`src/hdl/sll_pkg.sv`:
```
// ----------------------------------------------------------------------------
// sll_pkg
// Shared types, codes and character helpers for the stack language lexer.
// ----------------------------------------------------------------------------
package sll_pkg;

  typedef enum logic [3:0] {
    M_START    = 4'd0,
    M_COMMENT  = 4'd1,
    M_DEFSTART = 4'd2,
    M_DEFNAME  = 4'd3,
    M_MODULE   = 4'd4,
    M_WORD     = 4'd5,
    M_Q1       = 4'd6,
    M_Q2       = 4'd7,
    M_STR      = 4'd8,
    M_TQ0      = 4'd9,
    M_TQ1      = 4'd10,
    M_TQ2      = 4'd11
  } mode_t;

  localparam logic [1:0] EV_CHAR  = 2'd0;
  localparam logic [1:0] EV_TOKEN = 2'd1;
  localparam logic [1:0] EV_ERROR = 2'd2;

  localparam logic [3:0] K_EOS      = 4'd0;
  localparam logic [3:0] K_COMMENT  = 4'd1;
  localparam logic [3:0] K_STARTDEF = 4'd2;
  localparam logic [3:0] K_ENDDEF   = 4'd3;
  localparam logic [3:0] K_LBRACK   = 4'd4;
  localparam logic [3:0] K_RBRACK   = 4'd5;
  localparam logic [3:0] K_STARTMOD = 4'd6;
  localparam logic [3:0] K_ENDMOD   = 4'd7;
  localparam logic [3:0] K_STRING   = 4'd8;
  localparam logic [3:0] K_WORD     = 4'd9;

  localparam logic [1:0] ERR_QUOTE_DEF  = 2'd0;
  localparam logic [1:0] ERR_END_DEF    = 2'd1;
  localparam logic [1:0] ERR_OPEN_TRIPLE = 2'd2;
  localparam logic [1:0] ERR_OPEN_STR   = 2'd3;

  localparam logic CMD_BYTE = 1'b0;
  localparam logic CMD_EOS  = 1'b1;

  localparam logic [7:0] CH_SPACE  = 8'h20;
  localparam logic [7:0] CH_CR     = 8'h0d;
  localparam logic [7:0] CH_TAB    = 8'h09;
  localparam logic [7:0] CH_LF     = 8'h0a;
  localparam logic [7:0] CH_LPAREN = 8'h28;
  localparam logic [7:0] CH_RPAREN = 8'h29;
  localparam logic [7:0] CH_HASH   = 8'h23;
  localparam logic [7:0] CH_COLON  = 8'h3a;
  localparam logic [7:0] CH_SEMI   = 8'h3b;
  localparam logic [7:0] CH_LBRACK = 8'h5b;
  localparam logic [7:0] CH_RBRACK = 8'h5d;
  localparam logic [7:0] CH_LBRACE = 8'h7b;
  localparam logic [7:0] CH_RBRACE = 8'h7d;
  localparam logic [7:0] CH_DQUOTE = 8'h22;
  localparam logic [7:0] CH_SQUOTE = 8'h27;

  localparam int MaxRes = 3;
  localparam int FifoDepth = 4;
  localparam int FifoAw = $clog2(FifoDepth);

  typedef struct packed {
    logic [1:0] ev;
    logic [3:0] kind;
    logic [7:0] chr;
    logic [1:0] err;
  } result_t;

  // up to three results caused by one request, slot 0 first
  typedef struct packed {
    logic [1:0]              cnt;
    result_t [MaxRes-1:0]    res;
  } bundle_t;

  function automatic logic is_space(input logic [7:0] c);
    return (c == CH_SPACE) || (c == CH_CR) || (c == CH_TAB) || (c == CH_LF) ||
           (c == CH_LPAREN) || (c == CH_RPAREN);
  endfunction

  function automatic logic opens_string(input logic [7:0] c);
    return (c == CH_DQUOTE) || (c == CH_SQUOTE);
  endfunction

  function automatic result_t mk_res(input logic [1:0] ev, input logic [3:0] kind,
                                     input logic [7:0] chr, input logic [1:0] err);
    result_t r;
    r.ev   = ev;
    r.kind = kind;
    r.chr  = chr;
    r.err  = err;
    return r;
  endfunction

endpackage

```
`src/hdl/sll_front.sv`:
```
// ----------------------------------------------------------------------------
// sll_front
// Lexer mode register and byte classification; emits one result bundle
// per accepted request that causes at least one result.
// ----------------------------------------------------------------------------
module sll_front (
  input  logic             clk,
  input  logic             rst,
  input  logic             push,
  input  logic             cmd,
  input  logic [7:0]       ch,
  input  logic             q_full,
  output logic             q_push,
  output sll_pkg::bundle_t q_data
);
  import sll_pkg::*;

  mode_t      mode;
  mode_t      mode_next;
  logic [7:0] quote;
  logic [7:0] quote_next;

  mode_t      fs_mode;
  logic       fs_put;
  logic       fs_qld;
  result_t    fs_res;

  result_t [MaxRes-1:0] res;
  logic [1:0] n;
  logic       acc;

  assign acc = push && !q_full;

  // what the start mode does with ch
  always_comb begin
    fs_mode = M_START;
    fs_put  = 1'b0;
    fs_qld  = 1'b0;
    fs_res  = '0;
    if (is_space(ch)) begin
      fs_mode = M_START;
    end else if (ch == CH_HASH) begin
      fs_mode = M_COMMENT;
    end else if (ch == CH_COLON) begin
      fs_mode = M_DEFSTART;
    end else if (ch == CH_SEMI) begin
      fs_put = 1'b1;
      fs_res = mk_res(EV_TOKEN, K_ENDDEF, 8'd0, 2'd0);
    end else if (ch == CH_LBRACK) begin
      fs_put = 1'b1;
      fs_res = mk_res(EV_TOKEN, K_LBRACK, 8'd0, 2'd0);
    end else if (ch == CH_RBRACK) begin
      fs_put = 1'b1;
      fs_res = mk_res(EV_TOKEN, K_RBRACK, 8'd0, 2'd0);
    end else if (ch == CH_LBRACE) begin
      fs_mode = M_MODULE;
    end else if (ch == CH_RBRACE) begin
      fs_put = 1'b1;
      fs_res = mk_res(EV_TOKEN, K_ENDMOD, 8'd0, 2'd0);
    end else if (opens_string(ch)) begin
      fs_qld  = 1'b1;
      fs_mode = M_Q1;
    end else begin
      fs_put  = 1'b1;
      fs_res  = mk_res(EV_CHAR, K_WORD, ch, 2'd0);
      fs_mode = M_WORD;
    end
  end

  always_comb begin
    mode_next  = mode;
    quote_next = quote;
    res        = '0;
    n          = 2'd0;
    if (cmd == CMD_EOS) begin
      mode_next = M_START;
      case (mode)
        M_COMMENT: begin
          res[n] = mk_res(EV_TOKEN, K_COMMENT, 8'd0, 2'd0);
          n = n + 2'd1;
        end
        M_DEFNAME: begin
          res[n] = mk_res(EV_TOKEN, K_STARTDEF, 8'd0, 2'd0);
          n = n + 2'd1;
        end
        M_MODULE: begin
          res[n] = mk_res(EV_TOKEN, K_STARTMOD, 8'd0, 2'd0);
          n = n + 2'd1;
        end
        M_WORD: begin
          res[n] = mk_res(EV_TOKEN, K_WORD, 8'd0, 2'd0);
          n = n + 2'd1;
        end
        M_Q2: begin
          res[n] = mk_res(EV_TOKEN, K_STRING, 8'd0, 2'd0);
          n = n + 2'd1;
        end
        M_DEFSTART: begin
          res[n] = mk_res(EV_ERROR, K_EOS, 8'd0, ERR_END_DEF);
          n = n + 2'd1;
        end
        M_Q1, M_STR: begin
          res[n] = mk_res(EV_ERROR, K_EOS, 8'd0, ERR_OPEN_STR);
          n = n + 2'd1;
        end
        M_TQ0, M_TQ1, M_TQ2: begin
          res[n] = mk_res(EV_ERROR, K_EOS, 8'd0, ERR_OPEN_TRIPLE);
          n = n + 2'd1;
        end
        default: begin
        end
      endcase
      if (n == 2'd0 || res[0].ev != EV_ERROR) begin
        res[n] = mk_res(EV_TOKEN, K_EOS, 8'd0, 2'd0);
        n = n + 2'd1;
      end
    end else begin
      case (mode)
        M_COMMENT: begin
          if (ch == CH_LF) begin
            res[n] = mk_res(EV_TOKEN, K_COMMENT, 8'd0, 2'd0);
            n = n + 2'd1;
            mode_next = M_START;
          end else begin
            res[n] = mk_res(EV_CHAR, K_COMMENT, ch, 2'd0);
            n = n + 2'd1;
          end
        end
        M_DEFSTART: begin
          if (is_space(ch)) begin
            mode_next = M_DEFSTART;
          end else if (opens_string(ch)) begin
            res[n] = mk_res(EV_ERROR, K_EOS, 8'd0, ERR_QUOTE_DEF);
            n = n + 2'd1;
            mode_next = M_START;
          end else begin
            res[n] = mk_res(EV_CHAR, K_STARTDEF, ch, 2'd0);
            n = n + 2'd1;
            mode_next = M_DEFNAME;
          end
        end
        M_DEFNAME, M_WORD: begin
          if (is_space(ch)) begin
            res[n] = mk_res(EV_TOKEN, (mode == M_WORD) ? K_WORD : K_STARTDEF,
                            8'd0, 2'd0);
            n = n + 2'd1;
            mode_next = M_START;
          end else begin
            res[n] = mk_res(EV_CHAR, (mode == M_WORD) ? K_WORD : K_STARTDEF,
                            ch, 2'd0);
            n = n + 2'd1;
          end
        end
        M_MODULE: begin
          if (is_space(ch)) begin
            res[n] = mk_res(EV_TOKEN, K_STARTMOD, 8'd0, 2'd0);
            n = n + 2'd1;
            mode_next = M_START;
          end else if (ch == CH_RBRACE) begin
            res[n] = mk_res(EV_TOKEN, K_STARTMOD, 8'd0, 2'd0);
            n = n + 2'd1;
            res[n] = fs_res;
            n = n + 2'd1;
            mode_next = fs_mode;
          end else begin
            res[n] = mk_res(EV_CHAR, K_STARTMOD, ch, 2'd0);
            n = n + 2'd1;
          end
        end
        M_Q1: begin
          if (ch == quote) begin
            mode_next = M_Q2;
          end else begin
            res[n] = mk_res(EV_CHAR, K_STRING, ch, 2'd0);
            n = n + 2'd1;
            mode_next = M_STR;
          end
        end
        M_Q2: begin
          if (ch == quote) begin
            mode_next = M_TQ0;
          end else begin
            res[n] = mk_res(EV_TOKEN, K_STRING, 8'd0, 2'd0);
            n = n + 2'd1;
            if (fs_put) begin
              res[n] = fs_res;
              n = n + 2'd1;
            end
            if (fs_qld) begin
              quote_next = ch;
            end
            mode_next = fs_mode;
          end
        end
        M_STR: begin
          if (ch == quote) begin
            res[n] = mk_res(EV_TOKEN, K_STRING, 8'd0, 2'd0);
            n = n + 2'd1;
            mode_next = M_START;
          end else begin
            res[n] = mk_res(EV_CHAR, K_STRING, ch, 2'd0);
            n = n + 2'd1;
          end
        end
        M_TQ0: begin
          if (ch == quote) begin
            mode_next = M_TQ1;
          end else begin
            res[n] = mk_res(EV_CHAR, K_STRING, ch, 2'd0);
            n = n + 2'd1;
          end
        end
        M_TQ1: begin
          if (ch == quote) begin
            mode_next = M_TQ2;
          end else begin
            res[n] = mk_res(EV_CHAR, K_STRING, quote, 2'd0);
            n = n + 2'd1;
            res[n] = mk_res(EV_CHAR, K_STRING, ch, 2'd0);
            n = n + 2'd1;
            mode_next = M_TQ0;
          end
        end
        M_TQ2: begin
          if (ch == quote) begin
            res[n] = mk_res(EV_TOKEN, K_STRING, 8'd0, 2'd0);
            n = n + 2'd1;
            mode_next = M_START;
          end else begin
            res[n] = mk_res(EV_CHAR, K_STRING, quote, 2'd0);
            n = n + 2'd1;
            res[n] = mk_res(EV_CHAR, K_STRING, quote, 2'd0);
            n = n + 2'd1;
            res[n] = mk_res(EV_CHAR, K_STRING, ch, 2'd0);
            n = n + 2'd1;
            mode_next = M_TQ0;
          end
        end
        default: begin
          if (fs_put) begin
            res[n] = fs_res;
            n = n + 2'd1;
          end
          if (fs_qld) begin
            quote_next = ch;
          end
          mode_next = fs_mode;
        end
      endcase
    end
  end

  assign q_push     = acc && (n != 2'd0);
  assign q_data.cnt = n;
  assign q_data.res = res;

  always_ff @(posedge clk) begin
    if (rst) begin
      mode  <= M_START;
      quote <= 8'd0;
    end else if (acc) begin
      mode  <= mode_next;
      quote <= quote_next;
    end
  end

endmodule

```
`src/hdl/sll_fifo.sv`:
```
// ----------------------------------------------------------------------------
// sll_fifo
// Short queue of result bundles between the lexer front and the emitter.
// ----------------------------------------------------------------------------
module sll_fifo (
  input  logic             clk,
  input  logic             rst,
  input  logic             wr,
  input  sll_pkg::bundle_t wdata,
  input  logic             rd,
  output sll_pkg::bundle_t rdata,
  output logic             full,
  output logic             avail
);
  import sll_pkg::*;

  bundle_t                mem [FifoDepth];
  logic [FifoAw-1:0]      wptr;
  logic [FifoAw-1:0]      rptr;
  logic [FifoAw:0]        count;
  logic                   do_wr;
  logic                   do_rd;

  assign full  = (count == (FifoAw+1)'(FifoDepth));
  assign avail = (count != '0);
  assign do_wr = wr && !full;
  assign do_rd = rd && avail;
  assign rdata = mem[rptr];

  always_ff @(posedge clk) begin
    if (do_wr) begin
      mem[wptr] <= wdata;
    end
  end

  always_ff @(posedge clk) begin
    if (rst) begin
      wptr  <= '0;
      rptr  <= '0;
      count <= '0;
    end else begin
      if (do_wr) begin
        wptr <= wptr + 1'b1;
      end
      if (do_rd) begin
        rptr <= rptr + 1'b1;
      end
      case ({do_wr, do_rd})
        2'b10:   count <= count + 1'b1;
        2'b01:   count <= count - 1'b1;
        default: count <= count;
      endcase
    end
  end

endmodule

```
`src/hdl/sll_back.sv`:
```
// ----------------------------------------------------------------------------
// sll_back
// Output register: takes one bundle at a time and hands its results out
// one per request, marking the final one.
// ----------------------------------------------------------------------------
module sll_back (
  input  logic             clk,
  input  logic             rst,
  input  logic             q_avail,
  input  sll_pkg::bundle_t q_data,
  output logic             q_pop,
  input  logic             pop,
  output logic             empty,
  output logic [1:0]       event_res,
  output logic [3:0]       token_kind,
  output logic [7:0]       text_char,
  output logic [1:0]       error_code,
  output logic             last
);
  import sll_pkg::*;

  bundle_t    cur;
  logic [1:0] idx;
  logic       vld;
  logic       taken;
  logic       done;
  result_t    r;

  assign r          = cur.res[idx];
  assign empty      = !vld;
  assign event_res  = r.ev;
  assign token_kind = r.kind;
  assign text_char  = r.chr;
  assign error_code = r.err;
  assign last       = (idx == cur.cnt - 2'd1);

  assign taken = pop && vld;
  assign done  = taken && last;
  assign q_pop = q_avail && (!vld || done);

  always_ff @(posedge clk) begin
    if (q_pop) begin
      cur <= q_data;
    end
  end

  always_ff @(posedge clk) begin
    if (rst) begin
      vld <= 1'b0;
      idx <= 2'd0;
    end else if (q_pop) begin
      vld <= 1'b1;
      idx <= 2'd0;
    end else if (done) begin
      vld <= 1'b0;
    end else if (taken) begin
      idx <= idx + 2'd1;
    end
  end

endmodule

```
`src/hdl/stack_language_lexer.sv`:
```
// ----------------------------------------------------------------------------
// stack_language_lexer
// Streaming lexer for a small stack language.
// ----------------------------------------------------------------------------
// Input queue side: push with cmd/ch; a request is taken when push is high
// and full is low. cmd 0 carries one source byte, cmd 1 ends the stream.
// Result queue side: while empty is low the oldest result sits on
// event_res/token_kind/text_char/error_code/last; pop takes it.
// Each request causes zero to three results; last marks the final one.
// A byte that causes no result leaves no trace on the result side.
// Throughput: one request per cycle on input while full is low; one result
// per cycle on output while pop is high. The front stage updates the lexer
// mode and writes any results as a bundle into a 4-entry queue; the emitter
// drains one result per cycle while pop is high, so a steady stream of
// three-result bytes is held to the output rate once the queue fills.
// A result is written into the queue, then loaded into the output register.
// Reset clears the lexer mode, the open quote and the queue; empty goes
// high. When pop stays low results hold, the queue fills and full rises.
// ----------------------------------------------------------------------------
module stack_language_lexer (
  input  logic       clk,
  input  logic       rst,
  input  logic       push,
  output logic       full,
  input  logic       cmd,
  input  logic [7:0] ch,
  output logic       empty,
  input  logic       pop,
  output logic [1:0] event_res,
  output logic [3:0] token_kind,
  output logic [7:0] text_char,
  output logic [1:0] error_code,
  output logic       last
);
  import sll_pkg::*;

  logic    q_push;
  logic    q_pop;
  logic    q_avail;
  bundle_t q_wdata;
  bundle_t q_rdata;

  sll_front u_front (
    .clk    (clk),
    .rst    (rst),
    .push   (push),
    .cmd    (cmd),
    .ch     (ch),
    .q_full (full),
    .q_push (q_push),
    .q_data (q_wdata)
  );

  sll_fifo u_fifo (
    .clk   (clk),
    .rst   (rst),
    .wr    (q_push),
    .wdata (q_wdata),
    .rd    (q_pop),
    .rdata (q_rdata),
    .full  (full),
    .avail (q_avail)
  );

  sll_back u_back (
    .clk        (clk),
    .rst        (rst),
    .q_avail    (q_avail),
    .q_data     (q_rdata),
    .q_pop      (q_pop),
    .pop        (pop),
    .empty      (empty),
    .event_res  (event_res),
    .token_kind (token_kind),
    .text_char  (text_char),
    .error_code (error_code),
    .last       (last)
  );

endmodule

```
`config.mk`:
```
export PLATFORM = sky130hd
export DESIGN_NAME = stack_language_lexer
export DESIGN_NICKNAME = d
export VERILOG_FILES = /design/src/hdl/sll_pkg.sv /design/src/hdl/sll_front.sv /design/src/hdl/sll_fifo.sv /design/src/hdl/sll_back.sv /design/src/hdl/stack_language_lexer.sv
export SDC_FILE = /design/constraint.sdc
export NUM_CORES = 1
export LEC_CHECK = 0
export ABC_AREA = 1
export ABC_CLOCK_PERIOD_IN_PS = 7900
export BUFFER_PORTS_ARGS = -buffer_cell sky130_fd_sc_hd__buf_4
export CORE_ASPECT_RATIO = 1.2
export CORE_MARGIN = 2
export CORE_UTILIZATION = 50
export CTS_CLUSTER_DIAMETER = 40
export DETAILED_ROUTE_END_ITERATION = 10
export GPL_TIMING_DRIVEN = 0
export MAX_ROUTING_LAYER = met4
export PLACE_DENSITY = 0.75
export SLEW_MARGIN = 20
export SYNTH_ARGS = -nofsm -noshare
export SYNTH_HDL_FRONTEND = slang
export SYNTH_SLANG_ARGS = --single-unit
```
`constraint.sdc`:
```
create_clock -name clk -period 7.9 [get_ports clk]
set_input_delay 1.185 -clock clk [delete_from_list [all_inputs] [get_ports clk]]
set_output_delay 1.185 -clock clk [all_outputs]
set_load 0.005 [all_outputs]
```
==> impl_metrics.sql <==
INSERT INTO impl_metrics (metric_group, metric, value, unit) VALUES
('setup_path', 'critical_path.reg2reg.endpoint', 'u_fifo.count[2]$_SDFFE_PP0P_', ''),
('layout', 'n_fill_cell', '1552', ''),
('synth', 'synth_cell_types', '44', ''),
('routing', 'wl_met3', '1830', 'um'),
('clock_tree', 'clock_sink_count', '222', ''),
('setup_path', 'slowest_delay', '0.44', 'ns'),
('die', 'floorplan.die_area', '0.0211', 'mm2'),
('timing', 'finalSetupViolCount', '0', ''),
('layout', 'layout-area-overhead-vs-synth', '15.7', '%'),
('synth', 'synth_nets', '983', ''),
('clock_tree', 'tritoncts', 'done', ''),
('setup_path', 'worstPathRequired', '8.32', 'ns'),
('routing', 'ant_nets', '0', ''),
('pwr', 'p_comb_frac', '0.275', ''),
('clock_tree', 'number_of_cts_inserted_buffers', '26', ''),
('synth', 'synth-seq-area-share', '0.645', ''),
('clock_tree', 'cts_root_buffer', 'sky130_fd_sc_hd__clkbuf_16', ''),
('timing', 'slew_headroom', '0.404', ''),
('routing', 'wl_per_cell', '19.7', 'um'),
('die', 'floorplan.rows', '56', ''),
('setup_path', 'cpMostUsedCell', 'sky130_fd_sc_hd__nand2_1', ''),
('clock_tree', 'post_cts_buffers', '0', ''),
('placement', 'io_buffers', '26', ''),
('pwr', 'power_switching', '1.32', 'mW'),
('timing', 'final_hold_viol_count', '0', ''),
('layout', 'fin_area', '0.0116', 'mm2'),
('routing', 'detailroute.wirelength.met2', '13000', 'um'),
('routing', 'drt_pass1_iterations', '5', ''),
('placement', 'place_congestion', '0.997', ''),
('setup_path', 'crit_path_max_fanout', '8', ''),
('setup_path', 'timing.critical_path.buf_inv', '4', ''),
('synth', 'number_of_enable_flip_flop_cells_after_synthesis', '200', ''),
('clock_tree', 'post_cts_resize_count', '0', ''),
('global_routing', 'grt_pass1_wl', '39100', 'um'),
('setup_path', 'ff2ff_path_depth', '16', ''),
('pwr', 'intPower', '2.67', 'mW'),
('routing', 'highest_layer', 'met4', ''),
('pwr', 'static-leakage-power', '4.31', 'nW'),
('clock_tree', 'postCtsHoldBufs', '0', ''),
('setup_path', 'regToRegSetupSlack', '4.39', 'ns'),
('hold_path', 'min_delay_worst_endpoint', 'u_front.quote[3]$_SDFFE_PP0P_', ''),
('layout', 'finalNetCount', '1043', ''),
('routing', 'met1_length', '9770', 'um'),
('timing', 'timing.setup.tns', '0', 'ns'),
('synth', 'asyncSetResetFlopFracSynth', '0', ''),
('clock_tree', 'worst_setup_hold_path_clk_slew', '0.06', 'ns'),
('synth', 'yosys_most_used_dff', 'sky130_fd_sc_hd__edfxtp_1', ''),
('run_status', 'status', 'finished, final reports clean', ''),
('global_routing', 'gr-total-overflow', '0', ''),
('pwr', 'sequential_fraction_of_design_power', '0.428', ''),
('routing', 'drt_first_iter_violations', '826', ''),
('layout', 'antenna-diode-count', '0', ''),
('global_routing', 'number_of_antenna_violations_at_the_first_check_in_global_routing', '0', ''),
('hold_path', 'worst_hold_path.num_cells', '2', ''),
('synth', 'synthesis.area_per_instance', '10.4', 'um2'),
('pwr', 'sw_frac_of_total', '0.331', ''),
('routing', 'drc', '0', ''),
('placement', 'placed_area', '0.0107', 'mm2'),
('pwr', 'clkPwrFrac', '0.298', ''),
('routing', 'number_of_vias_per_cell_after_detailed_routing', '5.74', ''),
('timing', 'timing.fmax', '259', 'MHz'),
('clock_tree', 'number_of_buffers_between_clock_root_and_the_deepest_sink', '3', ''),
('run', 'max_capacitance_violation_count', '0', ''),
('setup_path', 'worst-endpoint-arrival', '4.29', 'ns'),
('die', 'die_w', '133', 'um'),
('setup_path', 'critical_path.startpoint_type', 'primary input', ''),
('pwr', 'cellPowerDensity', '345', 'mW/mm2'),
('placement', 'post-dp-hpwl', '18100', 'um'),
('die', 'core-area', '0.0195', 'mm2'),
('hold_path', 'hp-start', 'u_front.quote[3]$_SDFFE_PP0P_', ''),
('synth', 'ys_warn_count', '0', '');
## per-layer routing
| layer | vias to the layer above | global-route usage |
|---|---|---|
| met5 | - | - |
| met4 | 0 | 0.109 |
| met3 | 73 | 0.0268 |
| met2 | 368 | 0.417 |
| met1 | 3528 | 0.308 |
| li1 | 3512 | - |
## worst min-delay path: cells and delay by family (launching register included)
kind	cells	cell delay [ns]
flip-flops	1	0.35
AND/OR/NAND/NOR	2	0.12
## cell usage after synthesis, types with 4 or more instances
cell type                  instances  area share
sky130_fd_sc_hd__o211ai_1          6      0.0045
sky130_fd_sc_hd__o21ai_0         111       0.056
sky130_fd_sc_hd__o31ai_1           9      0.0068
sky130_fd_sc_hd__dfxtp_1          22       0.044
sky130_fd_sc_hd__xnor2_1           5      0.0044
sky130_fd_sc_hd__inv_2            13      0.0049
sky130_fd_sc_hd__nand2_4           5      0.0056
sky130_fd_sc_hd__nor2_2           10      0.0063
sky130_fd_sc_hd__a21oi_1          26       0.013
sky130_fd_sc_hd__ha_1              5      0.0063
sky130_fd_sc_hd__nand3_1          29       0.015
sky130_fd_sc_hd__nand3_2           5      0.0050
sky130_fd_sc_hd__clkbuf_1         33       0.012
sky130_fd_sc_hd__inv_1            68       0.026
sky130_fd_sc_hd__nand2_2           7      0.0044
sky130_fd_sc_hd__nor2_1          190       0.071
sky130_fd_sc_hd__edfxtp_1        200        0.60
sky130_fd_sc_hd__nand4_1          10      0.0063
sky130_fd_sc_hd__o22ai_1          45       0.028
sky130_fd_sc_hd__nand2_1         112       0.042
sky130_fd_sc_hd__nor3_1            9      0.0045
sky130_fd_sc_hd__a31oi_1           7      0.0044
sky130_fd_sc_hd__a22oi_1           4      0.0030
## worst max path at each step
stage / startpoint / endpoint / slack (ns) / cells past startpoint
finish: ch[7] / u_fifo.count[2]$_SDFFE_PP0P_ / 4.03 / 21
floorplan: ch[0] / u_fifo.mem[0][0]$_DFFE_PP_ / 3.33 / 15
CTS: ch[7] / u_fifo.count[2]$_SDFFE_PP0P_ / 4.05 / 21
detailed placement: ch[7] / u_fifo.count[2]$_SDFFE_PP0P_ / 3.49 / 21
global route: ch[1] / u_fifo.count[2]$_SDFFE_PP0P_ / 3.78 / 23
global placement: ch[0] / u_fifo.mem[3][39]$_DFFE_PP_ / 1.56 / 15
## power groups by stage
stage / registers [mW] / clock network (mW) / logic (mW)
finish: 1.70 / 1.19 / 1.09
global route: 1.72 / 1.24 / 1.20
CTS: 1.70 / 1.20 / 1.10
detailed placement: 1.73 / 0 / 1.09
global placement: 1.74 / 0 / 1.02
floorplan: 1.71 / 0 / 0.655
## registers in the layout, summed over array words and instances (netlist names)
register       cells
u_front.quote      8
u_back.cur        40
u_fifo.rptr        2
u_fifo.mem       160
u_back.vld         1
u_back.idx         2
u_fifo.count       3
u_fifo.wptr        2
u_front.mode       4
## cell type report
cell class	instances	area, um2	share of cell area
multi-input cells	615	3070	0.265
repair buffers	32	323	0.0279
flip-flops and latches	222	6450	0.557
plain buffers	43	195	0.0169
well taps	261	327	0.0282
inverters	84	317	0.0274
clock buffers	28	658	0.0569
clock inverters	19	233	0.0201
## through the flow
| stage | setup WS, ns | utilization | cells | hold WS, ns |
|---|---|---|---|---|
| after floorplan | 3.33 | - | 964 | 0.457 |
| after global placement | 1.56 | 0.538 | 1251 | 0.472 |
| after detailed placement | 3.49 | 0.546 | 1257 | 0.492 |
| after CTS | 4.05 | 0.592 | 1304 | 0.502 |
| after global routing | 3.78 | 0.592 | 1304 | 0.514 |
| final | 4.03 | 0.592 | 1304 | 0.508 |
## cells by family (layout without fill, tap and decap cells)
| group | Yosys count | after routing | share of synthesized area |
|---|---|---|---|
| AND/OR/NAND/NOR | 383 | 383 | 0.165 |
| flip-flops | 222 | 222 | 0.645 |
| AO/OA/AOI/OAI | 220 | 220 | 0.125 |
| buffers and inverters | 127 | 206 | 0.0512 |
| adder cells (fa/ha/maj) | 6 | 6 | 0.00826 |
| XOR/XNOR | 6 | 6 | 0.00526 |
Power figures use the tool's default switching activity.
